## config.mk

```make
export PLATFORM = sky130hd
export DESIGN_NAME = evi_div_cell
export DESIGN_NICKNAME = d
export VERILOG_FILES = /design/src/design/evi_pkg.sv /design/src/design/evi_div_cell.sv
export SDC_FILE = /design/constraint.sdc
export NUM_CORES = 1
export LEC_CHECK = 0
export BUFFER_PORTS_ARGS = -buffer_cell sky130_fd_sc_hd__buf_2
export CELL_PAD_IN_SITES_DETAIL_PLACEMENT = 0
export CELL_PAD_IN_SITES_GLOBAL_PLACEMENT = 1
export CORE_ASPECT_RATIO = 0.75
export CORE_UTILIZATION = 30
export CTS_BUF_LIST = sky130_fd_sc_hd__clkbuf_4
export CTS_CLUSTER_SIZE = 30
export DETAILED_ROUTE_END_ITERATION = 8
export GPL_ROUTABILITY_DRIVEN = 0
export GPL_TIMING_DRIVEN = 0
export PLACE_DENSITY_LB_ADDON = 0.2
export REMOVE_ABC_BUFFERS = 1
export SLEW_MARGIN = 10
export SYNTH_ARGS = -nofsm -noshare
export SYNTH_HDL_FRONTEND = slang
export SYNTH_SLANG_ARGS = --single-unit
```

## constraint.sdc

```tcl
create_clock -name clk_i -period 5.36 [get_ports clk_i]
set_input_delay 0.268 -clock clk_i [delete_from_list [all_inputs] [get_ports clk_i]]
set_output_delay 0.268 -clock clk_i [all_outputs]
set_load 0.03 [all_outputs]
```

## src/design/evi_pkg.sv

```systemverilog
package evi_pkg;

  localparam int unsigned SAMPLE_W   = 10;
  localparam int unsigned FRAC_W     = 12;
  localparam int unsigned COEF_W     = 12;
  localparam int unsigned BND_W      = 14;
  localparam int unsigned LUT_W      = 13;
  localparam int unsigned VAL_W      = 16;
  localparam int unsigned TIDX_W     = 12;
  localparam int unsigned COL_W      = 10;
  localparam int unsigned CFG_IDX_W  = 3;
  localparam int unsigned CFG_DATA_W = 14;
  localparam int unsigned PROD_W     = COEF_W + SAMPLE_W;
  localparam int unsigned NUM_W      = 24;
  localparam int unsigned DIV_W      = 24;
  localparam int unsigned REM_W      = 43;
  localparam int unsigned DVS_W      = 24;
  localparam int unsigned QUO_W      = 19;
  localparam int unsigned Q2_BITS    = 12;
  localparam int unsigned SH_W       = 5;
  localparam int unsigned POST_STG   = 3;
  localparam int unsigned N_STG      = 2 + QUO_W + POST_STG + Q2_BITS;

  localparam logic signed [BND_W-1:0] BND_ONE  = BND_W'(4096);
  localparam logic signed [BND_W-1:0] BND_MONE = -BND_W'(4096);

  typedef enum logic [CFG_IDX_W-1:0] {
    CFG_GAIN,
    CFG_RED_COEF,
    CFG_BLUE_COEF,
    CFG_CANOPY,
    CFG_SOIL,
    CFG_RANGE_MIN,
    CFG_RANGE_MAX,
    CFG_LUT_SIZE
  } cfg_idx_e;

  typedef struct packed {
    logic [SAMPLE_W-1:0] nir_sample;
    logic [SAMPLE_W-1:0] red_sample;
    logic [SAMPLE_W-1:0] blue_sample;
  } pix_t;

  typedef struct packed {
    logic signed [VAL_W-1:0] index_value;
    logic                    zero_divisor;
    logic                    in_range;
    logic [TIDX_W-1:0]       table_index;
    logic [COL_W-1:0]        colour_level;
  } res_t;

  typedef struct packed {
    logic [COEF_W-1:0]       gain;
    logic [COEF_W-1:0]       red_coef;
    logic [COEF_W-1:0]       blue_coef;
    logic [COEF_W-1:0]       canopy_offset;
    logic                    soil_mode;
    logic signed [BND_W-1:0] range_min;
    logic signed [BND_W-1:0] range_max;
    logic [LUT_W-1:0]        lut_size;
  } cfg_t;

  typedef struct packed {
    logic signed [VAL_W-1:0] v;
    logic                    zero;
    logic                    neg;
    logic                    ovf;
    logic                    in_range;
    logic [COL_W-1:0]        colour;
    logic                    pos;
  } tag_t;

  typedef struct packed {
    logic [REM_W-1:0] rem;
    logic [DVS_W-1:0] dvs;
    logic [QUO_W-1:0] quo;
    tag_t             tag;
  } div_t;

  function automatic logic signed [BND_W-1:0] bound_clamp(logic signed [BND_W-1:0] b);
    logic signed [BND_W-1:0] r;
    r = b;
    if (b < BND_MONE) r = BND_MONE;
    if (b > BND_ONE) r = BND_ONE;
    return r;
  endfunction

  function automatic logic signed [BND_W-1:0] lo_bound(cfg_t c);
    logic signed [BND_W-1:0] lo;
    logic signed [BND_W-1:0] hi;
    lo = bound_clamp(c.range_min);
    hi = bound_clamp(c.range_max);
    return (lo == hi) ? BND_MONE : lo;
  endfunction

  function automatic logic signed [BND_W-1:0] hi_bound(cfg_t c);
    logic signed [BND_W-1:0] lo;
    logic signed [BND_W-1:0] hi;
    lo = bound_clamp(c.range_min);
    hi = bound_clamp(c.range_max);
    return (lo == hi) ? BND_ONE : hi;
  endfunction

  // Top table position, lut_size - 1 after clamping the size to 1..4096
  function automatic logic [TIDX_W-1:0] lut_w(logic [LUT_W-1:0] ls);
    logic [TIDX_W-1:0] w;
    if (ls == '0) begin
      w = '0;
    end else if (ls > LUT_W'(1 << TIDX_W)) begin
      w = '1;
    end else begin
      w = TIDX_W'(ls - LUT_W'(1));
    end
    return w;
  endfunction

endpackage

```

## src/design/evi_div_cell.sv

```systemverilog
module evi_div_cell (
  input  logic                     clk_i,
  input  logic                     en_i,
  input  logic [evi_pkg::SH_W-1:0] sh_i,
  input  evi_pkg::div_t            d_i,
  output evi_pkg::div_t            d_o
);

  logic [evi_pkg::REM_W-1:0] step;
  evi_pkg::div_t             d_d, d_q;

  // one quotient bit: subtract the shifted divisor where it fits
  always_comb begin
    step = evi_pkg::REM_W'(d_i.dvs) << sh_i;
    d_d  = d_i;
    if (d_i.rem >= step) begin
      d_d.rem = d_i.rem - step;
      d_d.quo = d_i.quo | (evi_pkg::QUO_W'(1) << sh_i);
    end
  end

  always_ff @(posedge clk_i) begin
    if (en_i) begin
      d_q <= d_d;
    end
  end

  assign d_o = d_q;

endmodule

```

* Yosys cells after proc, flatten, opt, wreduce, memory -nomap -nowiden *
Index checks and enable logic that the tools add are counted.

storage, ports and cells
  bits in registers = 117
  bits in latches = 0
  RAM bits = 0
  bits in read-only memories = 0
  bits of input ports = 124
  output and inout bits = 117
  logic and storage cells = 17
  memories kept = 0

operators by class
  $add $sub $neg = 1
  multiply operators = 0
  divide/modulo/power cells = 0
  order comparisons = 1
  eq/ne operators = 0
  shift operators = 2
  muxes and demuxes = 2
  bitwise logic cells = 1
  reductions and logical operators = 0

operator list
  operator                count
  $ge A43 B43 Y1          1
  $mux W43                1
  $shl A24 B5 Y43         1
  $sub A43 B43 Y43        1
  $mux W19                1
  $or A19 B19 Y19         1
  $shl A1 B5 Y19 const A  1

* Logic depth before layout (Yosys ltp) *
Gate-level depths: netlist (run 1).

  depth in word-level cells = 3
  mapped depth = 23
  depth with buffers taken out = 19

* Worst setup path after synthesis (run 1) *
Ideal clock, no wire load.

  path kind = input to register
  start point = in sh_i[1] (netlist name)
  end point = reg d_q, in the netlist d_o[103] (data pin)
  setup time = 260 ps
  arrival = 4,342 ps
  required time = 5,100 ps
  slack = 757 ps
  stages on the path = 22
  buffers on the path = 6
  cell sequence = clkbuf_1 > buf_1 > clkbuf_1 > a211oi_1 > a21oi_1 > nand2_1 > nand2_1 > mux2i_1 > nand2b_1 > ha_1 > buf_2 > nand4_1 > nor2_1 > nand3_1 > o221ai_2 > a21oi_1 > o311ai_1 > nand4_2 > nand2_2 > buf_6 > buf_6 > mux2_4

RTL lines
  element               RTL line            text
  from (decl)           evi_div_cell.sv:4   input logic [evi_pkg::SH_W-1:0] sh_i,
  to (signal assigned)  evi_div_cell.sv:24  d_q <= d_d;
  to (decl)             evi_div_cell.sv:10  evi_pkg::div_t d_d, d_q;

==> results by group, run 1 <==
Yosys
  – Yosys reg bits: 117
  – Synth Area in Adders: 0.0690
  – Cell taking the most area after synthesis: edfxtp_1
  – Ys async rst share: 0
  – Synth unique cells: 68
  – Synth Area in Simple Gates: 0.128
  – Complex-gate fraction of the synthesized area: 0.180
  – Syn Area/Cell: 10.5 sq um
  – Post-synth top area share: 0.425
  – Post-synthesis xor/xnor area fraction: 0.0392
  – Post-synth EDFFs: 117
  – Sequential area share after synthesis: 0.425
  – Mapped Cells: 786
  – Cell Area, Synth: 0.00827 sq mm
  – Yosys warns: 0
  – Post-synthesis mux area share: 0.127
  – Most used DFF post-synth: edfxtp_1
  – Synth area leaders: edfxtp_1 42%, ha_1 6.7%, mux2_2 5.4%
  – Largest family of logic cells by synthesized area: compound AO/OA/AOI/OAI gates

CTS
  – H-tree depth: 4
  – CTS clock-pin slew for the worst setup and hold paths: 110 ps
  – Root Buffer: clkbuf_4
  – TritonCTS clock tree: done
  – Num CTS Buffers: 17
  – Clock Tree Buf Depth: 2
  – Sink Count: 117

Floorplan
  – Row cnt: 52
  – Initial Util: 0.306
  – Core area: 0.0270 sq mm
  – Io pins: 241
  – Die area: 0.0282 sq mm
  – Die width: 194 um
  – Die Ht: 146 um

STA
  – Min cycle time layout: 5120 ps
  – RSZ-0062 raised after global routing: false
  – Crit share post-route: 0.955
  – Slack of the critical path: 243 ps
  – Hold Vio Cnt, Final: 0
  – Max-slew violations: 0
  – Endpoints failing setup: 0
  – Measured slew at the worst slew-check pin: 1060 ps
  – Worst slew margin: 0.296
  – Fin Hold WS: 52.6 ps
  – Max Freq: 0.195 GHz
  – Setup tns final: 0 ps

Min path
  – Hold EP: d_o[88]
  – WHS Path Cells: 2
  – Tightest Hold Check Type: input pin to flop
  – Worst hold path startpoint: d_i[88]

GRT
  – Initial antenna violation count: 2
  – Total global-route track usage: 0.192
  – Vias in the first global route: 7,014
  – Global-route wire length before repair: 41.2 mm
  – Pin count of the biggest net entering global routing: 84
  – GRT overflow: 0

Detailed routing
  – Vias after detailed routing: 7,362
  – Routed WL: 27.5 mm
  – Post-route ant nets: 0
  – DRC violations left: 0
  – Average wire per standard cell: 18.9 um
  – Vias per cell: 5.05
  – Detailed Routing Iterations Pass 1: 5
  – Starting DRT DRC Count: 494

Critical path
  – Worst Path Required: 5660 ps
  – CP Data Arrival Time: 5420 ps
  – Crit Path Class: input pin to flop
  – Startpoint types: input pin
  – CP Max Fanout: 48
  – CP endpoint kind: flop

Pwr
  – Worst VDD drop: 0.172 mV
  – Leak pwr: 4.60 nW
  – Power Dens Cells: 290 mW/mm^2

Final layout
  – Largest register FFs: 117
  – Fraction of layout cells with a size suffix above 1: 0.325
  – Final Non-Filler Cells: 1,459
  – Nets: 1,264
  – Commonest non-fill, non-tap cell in the layout: buf_2
  – Most frequent cells in the layout: 236 x buf_2, 117 x edfxtp_1, 87 x dlygate4sd3_1, 70 x nand2_1, 54 x a21oi_1
  – Area Overhead vs Synth: 33.0%
  – Final Instance Area: 0.0110 sq mm

Place
  – HPWL after DPL: 20.7 mm
  – Placement Cell Area: 0.00979 sq mm
  – Port bufs: 240
  – Post-Place Cells: 1,336
  – Pre-CTS setup slack: -762 ps

Job
  – Max Cap Viol: 0

Status
  – Status: finished clean
## report_power, final
group,internal (W),switching [W]
Sequential,0.00115,0.0000257
Combinational,0.000518,0.000811
Clock,0.000324,0.000358
## worst max-delay path: stages
cell and delay, ps:
dlygate4sd3_1 540, buf_2 160, mux4_2 530, mux2_2 310, mux2i_1 340, nand2b_1 220, ha_1 270, nand4_1 160
nor2_2 250, nand3_1 130, o221ai_2 300, a21oi_1 280, o311ai_2 370, nand4_2 290, nand2_4 280, buf_16 280
mux2_2 410
## through the flow
stage | utilization | power [W]
CTS | 0.402 | 0.00321
global placement | 0.360 | 0.00246
floorplan | - | 0.00206
global route | 0.407 | 0.00337
detailed placement | 0.362 | 0.00246
finish | 0.407 | 0.00319
## kinds of logic (layout without fill, tap and decap cells)
| logic type | after synthesis | after routing |
|---|---|---|
| compound gates | 218 | 218 |
| xor+xnor | 37 | 37 |
| fa+ha+maj | 45 | 45 |
| buf+inv | 62 | 382 |
| flops | 117 | 117 |
| mux | 85 | 85 |
| other cells | 0 | 2 |
| simple gates | 222 | 222 |
## worst max path at each step
| stage | depth (start not counted) | from | slack [ps] | to |
|---|---|---|---|---|
| after floorplan | 13 | sh_i[3] | 880 | d_o[103] |
| after global placement | 14 | sh_i[3] | -1470 | d_o[92] |
| after detailed placement | 19 | sh_i[0] | -760 | d_o[92] |
| after CTS | 17 | sh_i[2] | 30 | d_o[92] |
| after global routing | 17 | d_i[57] | 40 | d_o[92] |
| final | 17 | d_i[56] | 240 | d_o[92] |
## cell type report
type                       instances  area [sq um]
fill                            2718         16000
multi-input combinational        607          4520
sequential                       117          3510
timing repair buffer             332          2160
tap                              351           439
clock buffer                      19           143
clock inverter                    11           135
inverter                          19          78.8
timing repair inverter             1          5.00
antenna                            2          5.00
## repair_timing
item | CTS | global route
endpoints found under the hold margin | 79 | 8
buffers inserted | 0 | 3
cloned | 0 | 1
gates resized for setup | 2 | 8
setup endpoints to repair | 48 | 52
hold buffers | 79 | 8
## layer usage
metal  global-route usage  vias to the layer above  wire (um)
met5                    0                        -          8
met2                0.288                      190      12000
met1                0.286                     3541      14000
met4               0.0348                        2        137
met3               0.0382                       10       1320
li1                     -                     3619          -
## synthesized netlist by cell type, drive strengths merged (18+ instances only)
master	count
a21o	27
a21oi	54
clkbuf	30
edfxtp	117
ha	44
inv	18
mux2	50
mux2i	27
nand2	71
nand3	23
nor2	51
o21ai	47
xnor2	22
No activity file was read; power rests on OpenSTA's default activity.
==> inputs of run 2 (changes only) <==
- REMOVE_ABC_BUFFERS: 1 -> default
==> run 2 against run 1 <==
Count of clock-buffer cells in the layout down 2. Fmax down 0.43%. Setup slack worse by 22 ps. Sequential power about the same.
==> results by group, run 2 (synthesized netlist as in run 1, its figures left out) <==
CTS
  – Num CTS Buffers: 17 (unchanged)
  – H-tree depth: 4 (unchanged)
  – Clock Tree Buf Depth: 2 (unchanged)
  – Post-CTS setup repair buffer count: 0 (unchanged)
  – Root Buffer: clkbuf_4 (unchanged)
  – Sink Count: 117 (unchanged)
  – TritonCTS clock tree: done (unchanged)
  – CTS clock-pin slew for the worst setup and hold paths: 130 ps (was 110 ps)

Floorplan
  – Die Ht: 146 um (unchanged)
  – Io pins: 241 (unchanged)
  – Initial Util: 0.306 (unchanged)
  – Core area: 0.0270 sq mm (unchanged)
  – Die area: 0.0282 sq mm (unchanged)
  – Row cnt: 52 (unchanged)
  – Die width: 194 um (unchanged)

Critical path
  – CP Max Fanout: 10 (was 48)
  – Worst Path Required: 5700 ps (was 5660 ps)
  – Critical-path top delay cell: mux4_2 (was dlygate4sd3_1)
  – CP Data Arrival Time: 5480 ps (was 5420 ps)
  – CP top delay family: multiplexers (unchanged)
  – Worst setup path start: d_i[56] (unchanged)
  – Ordered cell list for the critical path: dlygate4sd3_1, buf_2, mux4_2, mux2_2, mux2i_1, nand2b_1, ha_1, nand4_1, nor2_1, nand3_1, o221ai_2, a21oi_1, o311ai_1, nand4_2, nand2_2, buf_6, buf_6, mux2_4 (was dlygate4sd3_1, buf_2, mux4_2, mux2_2, mux2i_1, nand2b_1, ha_1, nand4_1, nor2_2, nand3_1, o221ai_2, a21oi_1, o311ai_2, nand4_2, nand2_4, buf_16, mux2_2)
  – Most common cell on crit path: buf_6 (was mux2_2)
  – Worst path depth: 18 (was 17)
  – Slowest cell delay on critical path: 550 ps (was 540 ps)
  – Startpoint types: input pin (unchanged)
  – Crit Path Class: input pin to flop (unchanged)
  – CP endpoint kind: flop (unchanged)
  – CP Capture Point: d_o[106] (was d_o[92])
  – Buf/Inv on CP: 4 (was 3)

Pwr
  – Worst VDD drop: 0.137 mV (was 0.172 mV)
  – Leak pwr: 4.74 nW (was 4.60 nW)
  – Power Dens Cells: 284 mW/mm^2 (was 290 mW/mm^2)
  – Tot Pwr: 0.00322 W (was 0.00319 W)

Detailed routing
  – Average wire per standard cell: 18.7 um (was 18.9 um)
  – Vias per cell: 5.05 (about the same)
  – Vias after detailed routing: 7,674 (was 7,362)
  – Starting DRT DRC Count: 443 (was 494)
  – Routed WL: 28.5 mm (was 27.5 mm)
  – DRC violations left: 0 (unchanged)
  – Detailed Routing Iterations Pass 1: 5 (unchanged)
  – Post-route ant nets: 0 (unchanged)

STA
  – Hold Vio Cnt, Final: 0 (unchanged)
  – Measured slew at the worst slew-check pin: 1030 ps (was 1060 ps)
  – Fin Hold WS: 52.2 ps (was 52.6 ps)
  – Slack of the critical path: 221 ps (was 243 ps)
  – Endpoints failing setup: 0 (unchanged)
  – Max Freq: 0.195 GHz (about the same)
  – Crit share post-route: 0.959 (was 0.955)
  – RSZ-0062 raised after global routing: false (unchanged)
  – Min cycle time layout: 5140 ps (was 5120 ps)
  – Setup tns final: 0 ps (unchanged)
  – Max-slew violations: 0 (unchanged)
  – Worst slew margin: 0.316 (was 0.296)

Place
  – Placement Cell Area: 0.00993 sq mm (was 0.00979 sq mm)
  – Port bufs: 238 (was 240)
  – Pre-CTS setup slack: -691 ps (was -762 ps)
  – HPWL after DPL: 22.1 mm (was 20.7 mm)

Final layout
  – Fraction of layout cells with a size suffix above 1: 0.315 (was 0.325)
  – Most frequent cells in the layout: 243 x buf_2, 117 x edfxtp_1, 107 x dlygate4sd3_1, 70 x nand2_1, 54 x a21oi_1 (was 236 x buf_2, 117 x edfxtp_1, 87 x dlygate4sd3_1, 70 x nand2_1, 54 x a21oi_1)
  – Final Instance Area: 0.0113 sq mm (was 0.0110 sq mm)
  – Largest register FFs: 117 (unchanged)
  – Layout fillers: 2,722 (was 2,718)
  – Commonest non-fill, non-tap cell in the layout: buf_2 (unchanged)
  – Area Overhead vs Synth: 36.9% (was 33.0%)
  – Nets: 1,320 (was 1,264)

GRT
  – Vias in the first global route: 7,389 (was 7,014)
  – GRT overflow: 0 (unchanged)
  – Total global-route track usage: 0.201 (was 0.192)
  – Global-route wire length before repair: 43.0 mm (was 41.2 mm)
  – Pin count of the biggest net entering global routing: 81 (was 84)
  – Initial antenna violation count: 3 (was 2)

Job
  – Max Cap Viol: 0 (unchanged)

Status
  – Status: finished clean (unchanged)

Yosys
  – Synth Net Count: 955

Min path
  – Tightest Hold Check Type: input pin to flop (unchanged)
[run 2: cell types whose count changed in the layout (fill, tap and decap cells not counted), sizes merged]
cell and change:
buf +6, bufinv -2, clkbuf +29, clkinv -6, diode +2, dlygate4sd3 +20, inv +11
[run 2: power by group]
group	leakage, nW	total (W)	internal (W)	switching, W
Clock	0.148	0.000693	0.000251	0.000443
Combinational	3.45	0.00135	0.000530	0.000820
Sequential	1.15	0.00118	0.00115	0.0000268
[run 2: final cells by class]
type | count | area [sq um] | share of cell area
tap | 351 | 439 | 0.0388
buffer | 43 | 198 | 0.0175
clock inverter | 15 | 159 | 0.0140
sequential | 117 | 3510 | 0.310
clock buffer | 17 | 128 | 0.0113
timing repair buffer | 346 | 2300 | 0.203
multi-input combinational | 607 | 4500 | 0.398
inverter | 19 | 71.3 | 0.00630
antenna | 4 | 10.0 | 0.000884
[run 2: worst min-delay path by stage]
stage | startpoint | to | slack [ps] | depth (start not counted)
floorplan | d_i[0] | d_o[0] | 370 | 0
global placement | d_i[13] | d_o[13] | 440 | 1
detailed placement | d_i[21] | d_o[21] | 450 | 1
CTS | d_i[104] | d_o[104] | 5 | 2
global route | d_i[104] | d_o[104] | 30 | 2
finish | d_i[116] | d_o[116] | 50 | 2
[run 2: repair_timing]
action,CTS,global route
hold endpoints to repair,107,0
resized for setup,1,9
setup endpoints to repair,8,62
hold buffers,107,0
[run 2: metrics by stage]
| step | std cells | utilization |
|---|---|---|
| after floorplan | 786 | - |
| after global placement | 1375 | 0.367 |
| after detailed placement | 1376 | 0.368 |
| after CTS | 1515 | 0.418 |
| after global routing | 1518 | 0.419 |
| final | 1519 | 0.419 |
[run 2: metal layers]
| layer | GRT usage | wire length [um] | up-vias |
|---|---|---|---|
| met2 | 0.290 | 11900 | 215 |
| met1 | 0.307 | 14800 | 3707 |
| li1 | - | - | 3736 |
| met4 | 0.0436 | 220 | 0 |
| met3 | 0.0375 | 1520 | 16 |
| met5 | 0 | 0 | - |
