**config.mk**
```make
export PLATFORM = sky130hd
export DESIGN_NAME = evi_front
export DESIGN_NICKNAME = d
export VERILOG_FILES = /design/src/design/evi_pkg.sv /design/src/design/evi_front.sv
export SDC_FILE = /design/constraint.sdc
export NUM_CORES = 1
export LEC_CHECK = 0
export BUFFER_PORTS_ARGS = -buffer_cell sky130_fd_sc_hd__buf_4
export CAP_MARGIN = 30
export CORE_MARGIN = 2
export CORE_UTILIZATION = 53
export DETAILED_ROUTE_END_ITERATION = 10
export HOLD_SLACK_MARGIN = 0.02
export PLACE_DENSITY = 0.77
export SLEW_MARGIN = 10
export SYNTH_ARGS = -nofsm -noshare
export SYNTH_HDL_FRONTEND = slang
export SYNTH_SLANG_ARGS = --single-unit
```
**constraint.sdc**
```tcl
create_clock -name clk_i -period 11.19 [get_ports clk_i]
set_input_delay 2.238 -clock clk_i [delete_from_list [all_inputs] [get_ports clk_i]]
set_output_delay 2.238 -clock clk_i [all_outputs]
set_load 0.01 [all_outputs]
```
**src/design/evi_pkg.sv**
```systemverilog
package evi_pkg;

  localparam int unsigned SAMPLE_W   = 10;
  localparam int unsigned FRAC_W     = 12;
  localparam int unsigned COEF_W     = 12;
  localparam int unsigned BND_W      = 14;
  localparam int unsigned LUT_W      = 13;
  localparam int unsigned VAL_W      = 16;
  localparam int unsigned TIDX_W     = 12;
  localparam int unsigned COL_W      = 10;
  localparam int unsigned CFG_IDX_W  = 3;
  localparam int unsigned CFG_DATA_W = 14;
  localparam int unsigned PROD_W     = COEF_W + SAMPLE_W;
  localparam int unsigned NUM_W      = 24;
  localparam int unsigned DIV_W      = 24;
  localparam int unsigned REM_W      = 43;
  localparam int unsigned DVS_W      = 24;
  localparam int unsigned QUO_W      = 19;
  localparam int unsigned Q2_BITS    = 12;
  localparam int unsigned SH_W       = 5;
  localparam int unsigned POST_STG   = 3;
  localparam int unsigned N_STG      = 2 + QUO_W + POST_STG + Q2_BITS;

  localparam logic signed [BND_W-1:0] BND_ONE  = BND_W'(4096);
  localparam logic signed [BND_W-1:0] BND_MONE = -BND_W'(4096);

  typedef enum logic [CFG_IDX_W-1:0] {
    CFG_GAIN,
    CFG_RED_COEF,
    CFG_BLUE_COEF,
    CFG_CANOPY,
    CFG_SOIL,
    CFG_RANGE_MIN,
    CFG_RANGE_MAX,
    CFG_LUT_SIZE
  } cfg_idx_e;

  typedef struct packed {
    logic [SAMPLE_W-1:0] nir_sample;
    logic [SAMPLE_W-1:0] red_sample;
    logic [SAMPLE_W-1:0] blue_sample;
  } pix_t;

  typedef struct packed {
    logic signed [VAL_W-1:0] index_value;
    logic                    zero_divisor;
    logic                    in_range;
    logic [TIDX_W-1:0]       table_index;
    logic [COL_W-1:0]        colour_level;
  } res_t;

  typedef struct packed {
    logic [COEF_W-1:0]       gain;
    logic [COEF_W-1:0]       red_coef;
    logic [COEF_W-1:0]       blue_coef;
    logic [COEF_W-1:0]       canopy_offset;
    logic                    soil_mode;
    logic signed [BND_W-1:0] range_min;
    logic signed [BND_W-1:0] range_max;
    logic [LUT_W-1:0]        lut_size;
  } cfg_t;

  typedef struct packed {
    logic signed [VAL_W-1:0] v;
    logic                    zero;
    logic                    neg;
    logic                    ovf;
    logic                    in_range;
    logic [COL_W-1:0]        colour;
    logic                    pos;
  } tag_t;

  typedef struct packed {
    logic [REM_W-1:0] rem;
    logic [DVS_W-1:0] dvs;
    logic [QUO_W-1:0] quo;
    tag_t             tag;
  } div_t;

  function automatic logic signed [BND_W-1:0] bound_clamp(logic signed [BND_W-1:0] b);
    logic signed [BND_W-1:0] r;
    r = b;
    if (b < BND_MONE) r = BND_MONE;
    if (b > BND_ONE) r = BND_ONE;
    return r;
  endfunction

  function automatic logic signed [BND_W-1:0] lo_bound(cfg_t c);
    logic signed [BND_W-1:0] lo;
    logic signed [BND_W-1:0] hi;
    lo = bound_clamp(c.range_min);
    hi = bound_clamp(c.range_max);
    return (lo == hi) ? BND_MONE : lo;
  endfunction

  function automatic logic signed [BND_W-1:0] hi_bound(cfg_t c);
    logic signed [BND_W-1:0] lo;
    logic signed [BND_W-1:0] hi;
    lo = bound_clamp(c.range_min);
    hi = bound_clamp(c.range_max);
    return (lo == hi) ? BND_ONE : hi;
  endfunction

  // Top table position, lut_size - 1 after clamping the size to 1..4096
  function automatic logic [TIDX_W-1:0] lut_w(logic [LUT_W-1:0] ls);
    logic [TIDX_W-1:0] w;
    if (ls == '0) begin
      w = '0;
    end else if (ls > LUT_W'(1 << TIDX_W)) begin
      w = '1;
    end else begin
      w = TIDX_W'(ls - LUT_W'(1));
    end
    return w;
  endfunction

endpackage

```
**src/design/evi_front.sv**
```systemverilog
module evi_front (
  input  logic               clk_i,
  input  logic               en_i,
  input  evi_pkg::cfg_t      cfg_i,
  input  evi_pkg::pix_t      pix_i,
  output evi_pkg::div_t      d_o
);

  logic [evi_pkg::SAMPLE_W-1:0]    nir_q;
  logic [evi_pkg::PROD_W-1:0]      pr_q, pb_q;
  logic signed [evi_pkg::NUM_W-1:0] pg_q;
  logic signed [evi_pkg::SAMPLE_W:0] diff;

  logic [evi_pkg::DIV_W-1:0]       div_u;
  logic [evi_pkg::DIV_W-1:0]       div_mag;
  logic [evi_pkg::NUM_W-1:0]       num_mag;
  logic [evi_pkg::DVS_W-1:0]       d2;
  logic [evi_pkg::REM_W-1:0]       n2;
  evi_pkg::div_t                   d_d, d_q;

  assign diff = $signed({1'b0, pix_i.nir_sample}) - $signed({1'b0, pix_i.red_sample});

  // products
  always_ff @(posedge clk_i) begin
    if (en_i) begin
      nir_q <= pix_i.nir_sample;
      pr_q  <= cfg_i.red_coef * pix_i.red_sample;
      pb_q  <= cfg_i.blue_coef * pix_i.blue_sample;
      pg_q  <= $signed({1'b0, cfg_i.gain}) * diff;
    end
  end

  // divisor, numerator and rounding offset for the long division
  always_comb begin
    div_u   = evi_pkg::DIV_W'({nir_q, 8'b0}) + evi_pkg::DIV_W'(pr_q)
            - evi_pkg::DIV_W'(pb_q) + evi_pkg::DIV_W'(cfg_i.canopy_offset);
    div_mag = div_u[evi_pkg::DIV_W-1] ? (~div_u + 1'b1) : div_u;
    num_mag = pg_q[evi_pkg::NUM_W-1] ? evi_pkg::NUM_W'(-pg_q) : evi_pkg::NUM_W'(pg_q);
    n2      = (evi_pkg::REM_W'(num_mag) << (evi_pkg::FRAC_W + 1))
            + evi_pkg::REM_W'(div_mag);
    d2      = evi_pkg::DVS_W'(div_mag << 1);
    d_d              = '0;
    d_d.rem          = n2;
    d_d.dvs          = d2;
    d_d.tag.zero     = (div_u == '0);
    d_d.tag.neg      = pg_q[evi_pkg::NUM_W-1] ^ div_u[evi_pkg::DIV_W-1];
    d_d.tag.ovf      = n2 >= (evi_pkg::REM_W'(d2) << evi_pkg::QUO_W);
  end

  always_ff @(posedge clk_i) begin
    if (en_i) begin
      d_q <= d_d;
    end
  end

  assign d_o = d_q;

endmodule

```
## Yosys cells after proc, flatten, opt, wreduce, memory -nomap -nowiden

Cells that the tools add are included.

| storage, ports and cells | value |
|---|---|
| flip-flop bits (word level) | 147 |
| bits in latches | 0 |
| memory bits (writable) | 0 |
| bits in read-only memories | 0 |
| input port bits | 122 |
| output and inout port bits | 117 |
| logic and storage cells | 25 |
| memories kept | 0 |

| operators by class | value |
|---|---|
| add/sub/neg operators | 7 |
| multipliers | 3 |
| div/mod/pow operators | 0 |
| magnitude comparators | 1 |
| equal/unequal tests | 0 |
| shift-type cells | 0 |
| muxes and demuxes | 2 |
| bitwise logic cells | 2 |
| reductions and logical operators | 1 |

Operators with widths:

| operator | count |
|---|---|
| 24-bit 2-to-1 mux | 2 |
| 12-bit by 10-bit multiplier with 22-bit output | 2 |
| 38-bit by 43-bit >= comparator with 1-bit output | 1 |
| 37-bit by 24-bit adder with 38-bit output | 1 |
| 24-bit by 1-bit adder with 24-bit output, second input constant | 1 |
| 24-bit by 12-bit adder with 24-bit output | 1 |
| 24-bit zero test | 1 |
| 13-bit by 11-bit multiplier with 24-bit output | 1 |
| 24-bit negation | 1 |
| 24-bit inverter | 1 |
| 23-bit by 22-bit subtractor with 24-bit output | 1 |
| 18-bit by 22-bit adder with 23-bit output | 1 |
| 10-bit by 10-bit subtractor with 11-bit output | 1 |
| 1-bit XOR | 1 |

## Longest topological paths before layout

Gate-level depths: netlist of run 1.

| depth | value |
|---|---|
| depth in word-level cells | 8 |
| depth in mapped cells | 44 |
| mapped depth without buffers | 44 |

## Worst setup path after synthesis of run 1

No wires, ideal clock.

| path | value |
|---|---|
| kind | in2reg |
| start point | input cfg_i[53] (netlist name) |
| end point | register d_q (netlist bit d_o[12]) (data pin) |
| setup time | 264 ps |
| data arrival time | 10214 ps |
| data required time | 10926 ps |
| setup slack | 713 ps |
| cell stages on the path | 41 |
| path buffers | 1 |
| cell sequence | fa_1 > inv_1 > fa_1 > inv_1 > ha_1 > a21oi_1 > o211ai_1 > a221o_1 > or3_1 > o21a_1 > o311ai_2 > clkbuf_1 > a31oi_1 > xnor2_1 > inv_1 > ha_1 > a21o_1 > a21oi_1 > [5 not listed] > nor3_1 > a211oi_1 > o311ai_4 > a21oi_1 > o211ai_1 > ha_1 > a21o_1 > a21o_1 > a21o_1 > a21o_1 > a21oi_1 > nor2b_1 > o21ai_0 > o31ai_1 > o21ai_0 > nand2b_1 > a211oi_1 > a21oi_2 |

RTL lines:

| item | RTL line | text |
|---|---|---|
| start: declaration | evi_front.sv:4 | `input evi_pkg::cfg_t cfg_i,` |
| end signal: assignment | evi_front.sv:52 | `d_q <= d_d;` |
| end: declaration | evi_front.sv:19 | `evi_pkg::div_t d_d, d_q;` |

==> results of run 1 <==
[Yosys cell counts, types with 3 or more instances]
master	n
inv_1	385
ha_1	272
fa_1	271
nand2_1	269
and2_1	163
edfxtp_1	129
xnor2_1	95
clkbuf_1	79
nor2_1	69
buf_4	66
a21oi_1	61
o21ai_0	57
xor2_1	42
nor3_1	38
nor2b_1	30
nand3_1	24
a21o_1	23
nand2b_1	22
o21bai_1	15
o21a_1	14
and3_1	12
o31ai_1	12
a31oi_1	11
a211oi_1	9
nand4_1	9
nor4_1	9
o2111ai_1	6
o211ai_1	6
or3_1	6
a21boi_0	5
o41ai_1	5
or2_2	5
or4_1	5
buf_2	4
nand3b_1	4
nand4b_1	4
a211o_1	3
a22o_1	3
a311oi_1	3
mux2i_1	3
nor3b_1	3
o31a_1	3
[cell type report]
| type | count | area share |
|---|---|---|
| multi-input combinational | 1691 | 0.6664 |
| sequential | 129 | 0.1661 |
| inverter | 385 | 0.06195 |
| timing repair buffer | 160 | 0.05235 |
| tap | 525 | 0.02816 |
| clock buffer | 17 | 0.01824 |
| clock inverter | 15 | 0.006759 |
| antenna | 1 | 0.0001073 |
[cell families (layout without fill, tap and decap cells)]
family / Yosys count / after routing / share of synthesized area
adders and majority gates: 543 / 543 / 0.4111
buffers and inverters: 536 / 577 / 0.1058
and+or+nand+nor: 684 / 684 / 0.1596
muxes: 5 / 5 / 0.002447
other: 1 / 56 / 0.0001746
AOI/OAI and AO/OA: 267 / 267 / 0.08460
xor gates and xnor gates: 137 / 137 / 0.05588
DFF: 129 / 129 / 0.1804
[worst min path at each step]
stage                     startpoint      end  slack (ps)  cells after the start
after floorplan              pr_q[0]  d_o[51]         590                      1
after CTS                    pg_q[0]  d_o[87]         740                      1
after detailed placement     pg_q[0]  d_o[87]         720                      1
after global placement       pg_q[0]  d_o[87]         720                      1
after global routing         pg_q[0]  d_o[87]         770                      1
final                        pg_q[0]  d_o[87]         750                      1
[sequential cells by signal, summed over array words and instances (netlist names)]
register / cells
pg_q: 24
d_o: 51
nir_q: 10
pr_q: 22
pb_q: 22
[placed cells by master (no fill, tap or decap), types with 6 or more instances in the layout]
cell type | synthesis | routed
and3_1 | 12 | 12
o21a_1 | 14 | 14
nand4_1 | 9 | 9
and2_1 | 163 | 163
o31ai_1 | 12 | 12
clkbuf_16 | 0 | 17
nand3_1 | 24 | 24
o2111ai_1 | 6 | 6
nor4_1 | 9 | 9
fa_1 | 271 | 271
xnor2_1 | 95 | 94
a211oi_1 | 9 | 8
a21o_1 | 23 | 23
nand2_1 | 269 | 269
nand2b_1 | 22 | 22
nor3_1 | 38 | 38
xor2_1 | 42 | 42
a21oi_1 | 61 | 61
buf_4 | 66 | 158
nor2b_1 | 30 | 30
a31oi_1 | 11 | 11
or3_1 | 6 | 6
o211ai_1 | 6 | 6
inv_1 | 385 | 385
nor2_1 | 69 | 69
o21bai_1 | 15 | 15
o21ai_0 | 57 | 56
edfxtp_1 | 129 | 129
conb_1 | 1 | 55
ha_1 | 272 | 272
[critical path: cells and delay by family]
family	cells	cell delay (ps)
AOI/OAI and AO/OA	24	4860
adders and majority gates	5	1890
and+or+nand+nor	6	810
buffers and inverters	4	500
xor gates and xnor gates	1	290
[per-layer routing]
metal	part of all wire	wire length (um)
met1	0.44	21040
met2	0.48	23010
met3	0.062	2948
met4	0.018	883
met5	0.00027	13
[metrics by stage]
stage / instance area (um^2) / setup WS (ps) / setup TNS [ps] / util / hold slack [ps]
3_5_place_dp: 22690 / 300.9 / 0 / 0.5698 / 718.3
4_1_cts: 23280 / 702.8 / 0 / 0.5845 / 735.3
6_report: 23330 / 744.4 / 0 / 0.5857 / 747.9
5_1_grt: 23330 / -10.52 / -10.52 / 0.5857 / 770.8
3_3_place_gp: 22690 / 419.5 / 0 / 0.5698 / 716.1
2_1_floorplan: 21680 / 712.9 / 0 / - / 594.8
==> results.sh, run 1 <==
export IMPL_synth_top_area_share=0.2526
export IMPL_required_ps=11360
export IMPL_synth_top_area_cell="fa_1"
export IMPL_startpoint="cfg_i[53]"
export IMPL_ant_nets=0
export IMPL_synth_edf_count=129
export IMPL_crit_path_top_delay_cell="fa_1"
export IMPL_h_tree_depth=4
export IMPL_synth_distinct_cells=79
export IMPL_setup_viol=0
export IMPL_slew_headroom=0.3670
export IMPL_finalHoldViolations=0
export IMPL_max_freq_mhz=95.73
export IMPL_gp_congestion=0.9299
export IMPL_synth_area_um2=21470
export IMPL_gr_usage_met3=0.03468
export IMPL_r2r_end="d_o[12]"
export IMPL_rr_startpoint="nir_q[3]"
export IMPL_fin_crit_sh=0.9335
export IMPL_cts_sinks=129
export IMPL_wl_um=47900
export IMPL_clockBufferDepth=2
export IMPL_die_w_um=205.3
export IMPL_grt_pass1_vias=16106
export IMPL_place_hpwl_um=39120
export IMPL_async_flop_share=0
export IMPL_final_layout_size_suffix_gt1_frac=0.09220
export IMPL_maxCapViolations=0
export IMPL_grt_pass1_wl_um=78270
export IMPL_cts_inserted_buffers=17
export IMPL_worstMarginPinSlew_ps=946.3
export IMPL_drcViolationCount=0
export IMPL_use_met1=0.3128
export IMPL_wire_per_inst_um=16.39
export IMPL_grtUsageTotal=0.2321
export IMPL_die_area_um2=42140
export IMPL_min_path_type="reg -> reg"
export IMPL_fill_cells=3430
export IMPL_layout_min_cycle_time_ps=10450
export IMPL_final_nets=3049
export IMPL_drt_iter0_markers=897
export IMPL_core_rowCount=73
export IMPL_placed_cells=2888
export IMPL_outcome="finished clean"
export IMPL_slowest_delay_ps=540
export IMPL_ys_flop_type="edfxtp_1"
export IMPL_post_cts_resize_count=0
export IMPL_skew_ps=16.95
export IMPL_yosysSeqAreaShare=0.1804
export IMPL_r2r_cells=39
export IMPL_multi_input_area_um2=15540
export IMPL_path_clk_slew_ps=60
export IMPL_postSynthAreaPerCell_um2=9.329
export IMPL_ios=239
export IMPL_syn_instance_count=2302
export IMPL_cpMostUsedCell="a21oi_1"
export IMPL_antenna_found_initial=2
export IMPL_setup_worst_path_end="d_o[12]"
export IMPL_firstDrtPassIters=6
export IMPL_clock_latency_ps=440
export IMPL_hold_buffers=0
export IMPL_worstSetupEndpointType="flop"
export IMPL_die_h_um=205.3
export IMPL_slew_violations=0
export IMPL_core_area_um2=39820
export IMPL_yosysWarnings=0
export IMPL_ff_latch_area_um2=3874
export IMPL_crit_type="in -> reg"
export IMPL_start_util=0.5392
export IMPL_area_growth_pct=8.623
export IMPL_startpoint_type="input pin"
export IMPL_vias=15868
export IMPL_synthTopCellsByArea="fa_1 25%, edfxtp_1 18%, ha_1 16%, inv_1 6.7%, and2_1 4.7%"
export IMPL_cts_root_buffer="clkbuf_16"
export IMPL_worst_path_max_fanout=14
export IMPL_synth_seq_cells=129
export IMPL_reg2reg_slack_ps=2320
export IMPL_port_buffer_count=143
export IMPL_postCtsSetupBuffers=0
export IMPL_busiest_layer="met2"
export IMPL_grt_max_degree=80
export IMPL_viasPerCell=5.429
export IMPL_critPathArrivalTime_ps=10620
export IMPL_cts_tree="built"
export IMPL_use_met2=0.3924
export IMPL_final_cells=2923
export IMPL_overflow=0
Power of run 1 is left out: the tool's default activity adds up to more than one toggle a clock period on the data nets, which glitch-free logic cannot reach.
==> inputs of run 2 (changes only) <==
==> constraint.sdc (replaced) <==
create_clock -name clk_i -period 10.1 [get_ports clk_i]
set_input_delay 2.02 -clock clk_i [delete_from_list [all_inputs] [get_ports clk_i]]
set_output_delay 2.02 -clock clk_i [all_outputs]
set_load 0.01 [all_outputs]
==> results.sh, run 2 (synthesized netlist as in run 1, its figures left out) <==
export IMPL_outcome="finished clean"
export IMPL_cts_root_buffer="clkbuf_16"
export IMPL_place_hpwl_um=39250
export IMPL_area_growth_pct=10.83
export IMPL_cts_tree="built"
export IMPL_crit_type="in -> reg"
export IMPL_viasPerCell=5.422
export IMPL_worst_path_max_fanout=5
export IMPL_diodes=0
export IMPL_final_area_um2=23800
export IMPL_path_clk_slew_ps=60
export IMPL_min_path_type="reg -> reg"
export IMPL_worstSetupEndpointType="flop"
export IMPL_cts_inserted_buffers=17
export IMPL_drcViolationCount=0
export IMPL_layout_min_cycle_time_ps=9739
export IMPL_gp_congestion=0.9222
export IMPL_fin_crit_sh=0.9642
export IMPL_drt_iter0_markers=977
export IMPL_firstDrtPassIters=5
export IMPL_grt_pass1_vias=16230
export IMPL_start_util=0.5392
export IMPL_cpMostUsedCell="a21o_1"
export IMPL_startpoint="cfg_i[53]"
export IMPL_die_area_um2=42140
export IMPL_skew_ps=12.25
export IMPL_slew_headroom=0.3479
export IMPL_final_nets=3100
export IMPL_core_rowCount=73
export IMPL_die_w_um=205.3
export IMPL_wl_um=47780
export IMPL_fill_cells=3266
export IMPL_place_area_um2=23070
export IMPL_critPathArrivalTime_ps=9910
export IMPL_core_area_um2=39820
export IMPL_grt_max_degree=67
export IMPL_hold_start="pg_q[0]"
export IMPL_vias=16121
export IMPL_port_buffer_count=143
export IMPL_layout_common_cells="385 x inv_1, 271 x ha_1, 270 x fa_1"
export IMPL_setup_viol=0
export IMPL_antenna_found_initial=1
export IMPL_finalHoldViolations=0
export IMPL_wire_per_inst_um=16.07
export IMPL_ff_latch_area_um2=3874
export IMPL_rr_startpoint="nir_q[6]"
export IMPL_clock_latency_ps=420
export IMPL_slew_violations=0
export IMPL_die_h_um=205.3
export IMPL_grt_pass1_wl_um=79170
export IMPL_h_tree_depth=4
export IMPL_startpoint_type="input pin"
export IMPL_final_layout_size_suffix_gt1_frac=0.1160
export IMPL_finalWorstSetupSlack_ps=361.4
export IMPL_final_common_cell="inv_1"
export IMPL_required_ps=10270
export IMPL_ant_nets=0
export IMPL_overflow=0
export IMPL_ios=239
export IMPL_crit_path_top_delay_cell="fa_1"
export IMPL_worstMarginPinSlew_ps=974.9
export IMPL_clockBufferDepth=2
export IMPL_dp_slack_ps=-299.0
export IMPL_max_freq_mhz=102.7
export IMPL_cts_sinks=129
export IMPL_slowest_delay_ps=530
export IMPL_multi_input_area_um2=15610
export IMPL_grtUsageTotal=0.2335
export IMPL_largest_reg_flops=51
export IMPL_maxCapViolations=0
[run 2: changes by cell type in the layout (fill, tap and decap cells not counted), moves of 4 or more]
cell,change
buf_4,+52
inv_8,+4
o21ai_0,-4
o21ai_1,+4
[run 2: final cells by class]
type,instances,area share
multi-input combinational,1691,0.6560
clock buffer,17,0.01787
tap,525,0.02760
clock inverter,15,0.008307
inverter,385,0.06072
timing repair buffer,211,0.06672
sequential,129,0.1628
[run 2: critical path, delay by kind of cell]
kind,cells,cell delay (ps)
buf+inv,5,490
xor+xnor,1,160
fa+ha+maj,5,1810
compound gates,26,4650
simple gates,5,780
[run 2: worst paths after layout]
path,slack [ps],cells after the start,to
worst min-delay path,740,1,d_o[87]
worst max register to register,1670,39,d_o[12]
worst min register to register,740,1,d_o[87]
worst max-delay path,360,42,d_o[12]
[run 2: routing by layer]
metal  routed length [um]  vias up  track usage
li1                     -     7572            -
met5                    0        -            0
met3                 3105       77      0.03136
met4                 1081        0      0.06706
met2                22990      568       0.3889
met1                20600     7904       0.3196
[run 2: per-stage QoR]
stage | hold WS, ps | setup TNS, ps | utilization | std cells
floorplan | 594.8 | 0 | - | 2356
global placement | 729.6 | -116.8 | 0.5793 | 2936
detailed placement | 713.3 | -299.0 | 0.5793 | 2936
CTS | 731.7 | 0 | 0.5949 | 2968
global route | 762.8 | -65.18 | 0.5976 | 2973
finish | 738.7 | 0 | 0.5976 | 2973
[run 2: what timing repair did]
item | in CTS | in global routing
setup endpoints to repair | 0 | 1
hold endpoints to repair | 0 | 0
hold buffers | 0 | 0
buffers inserted | 0 | 5
gates resized for setup | 0 | 21
Power of run 2 is left out for the same reason.
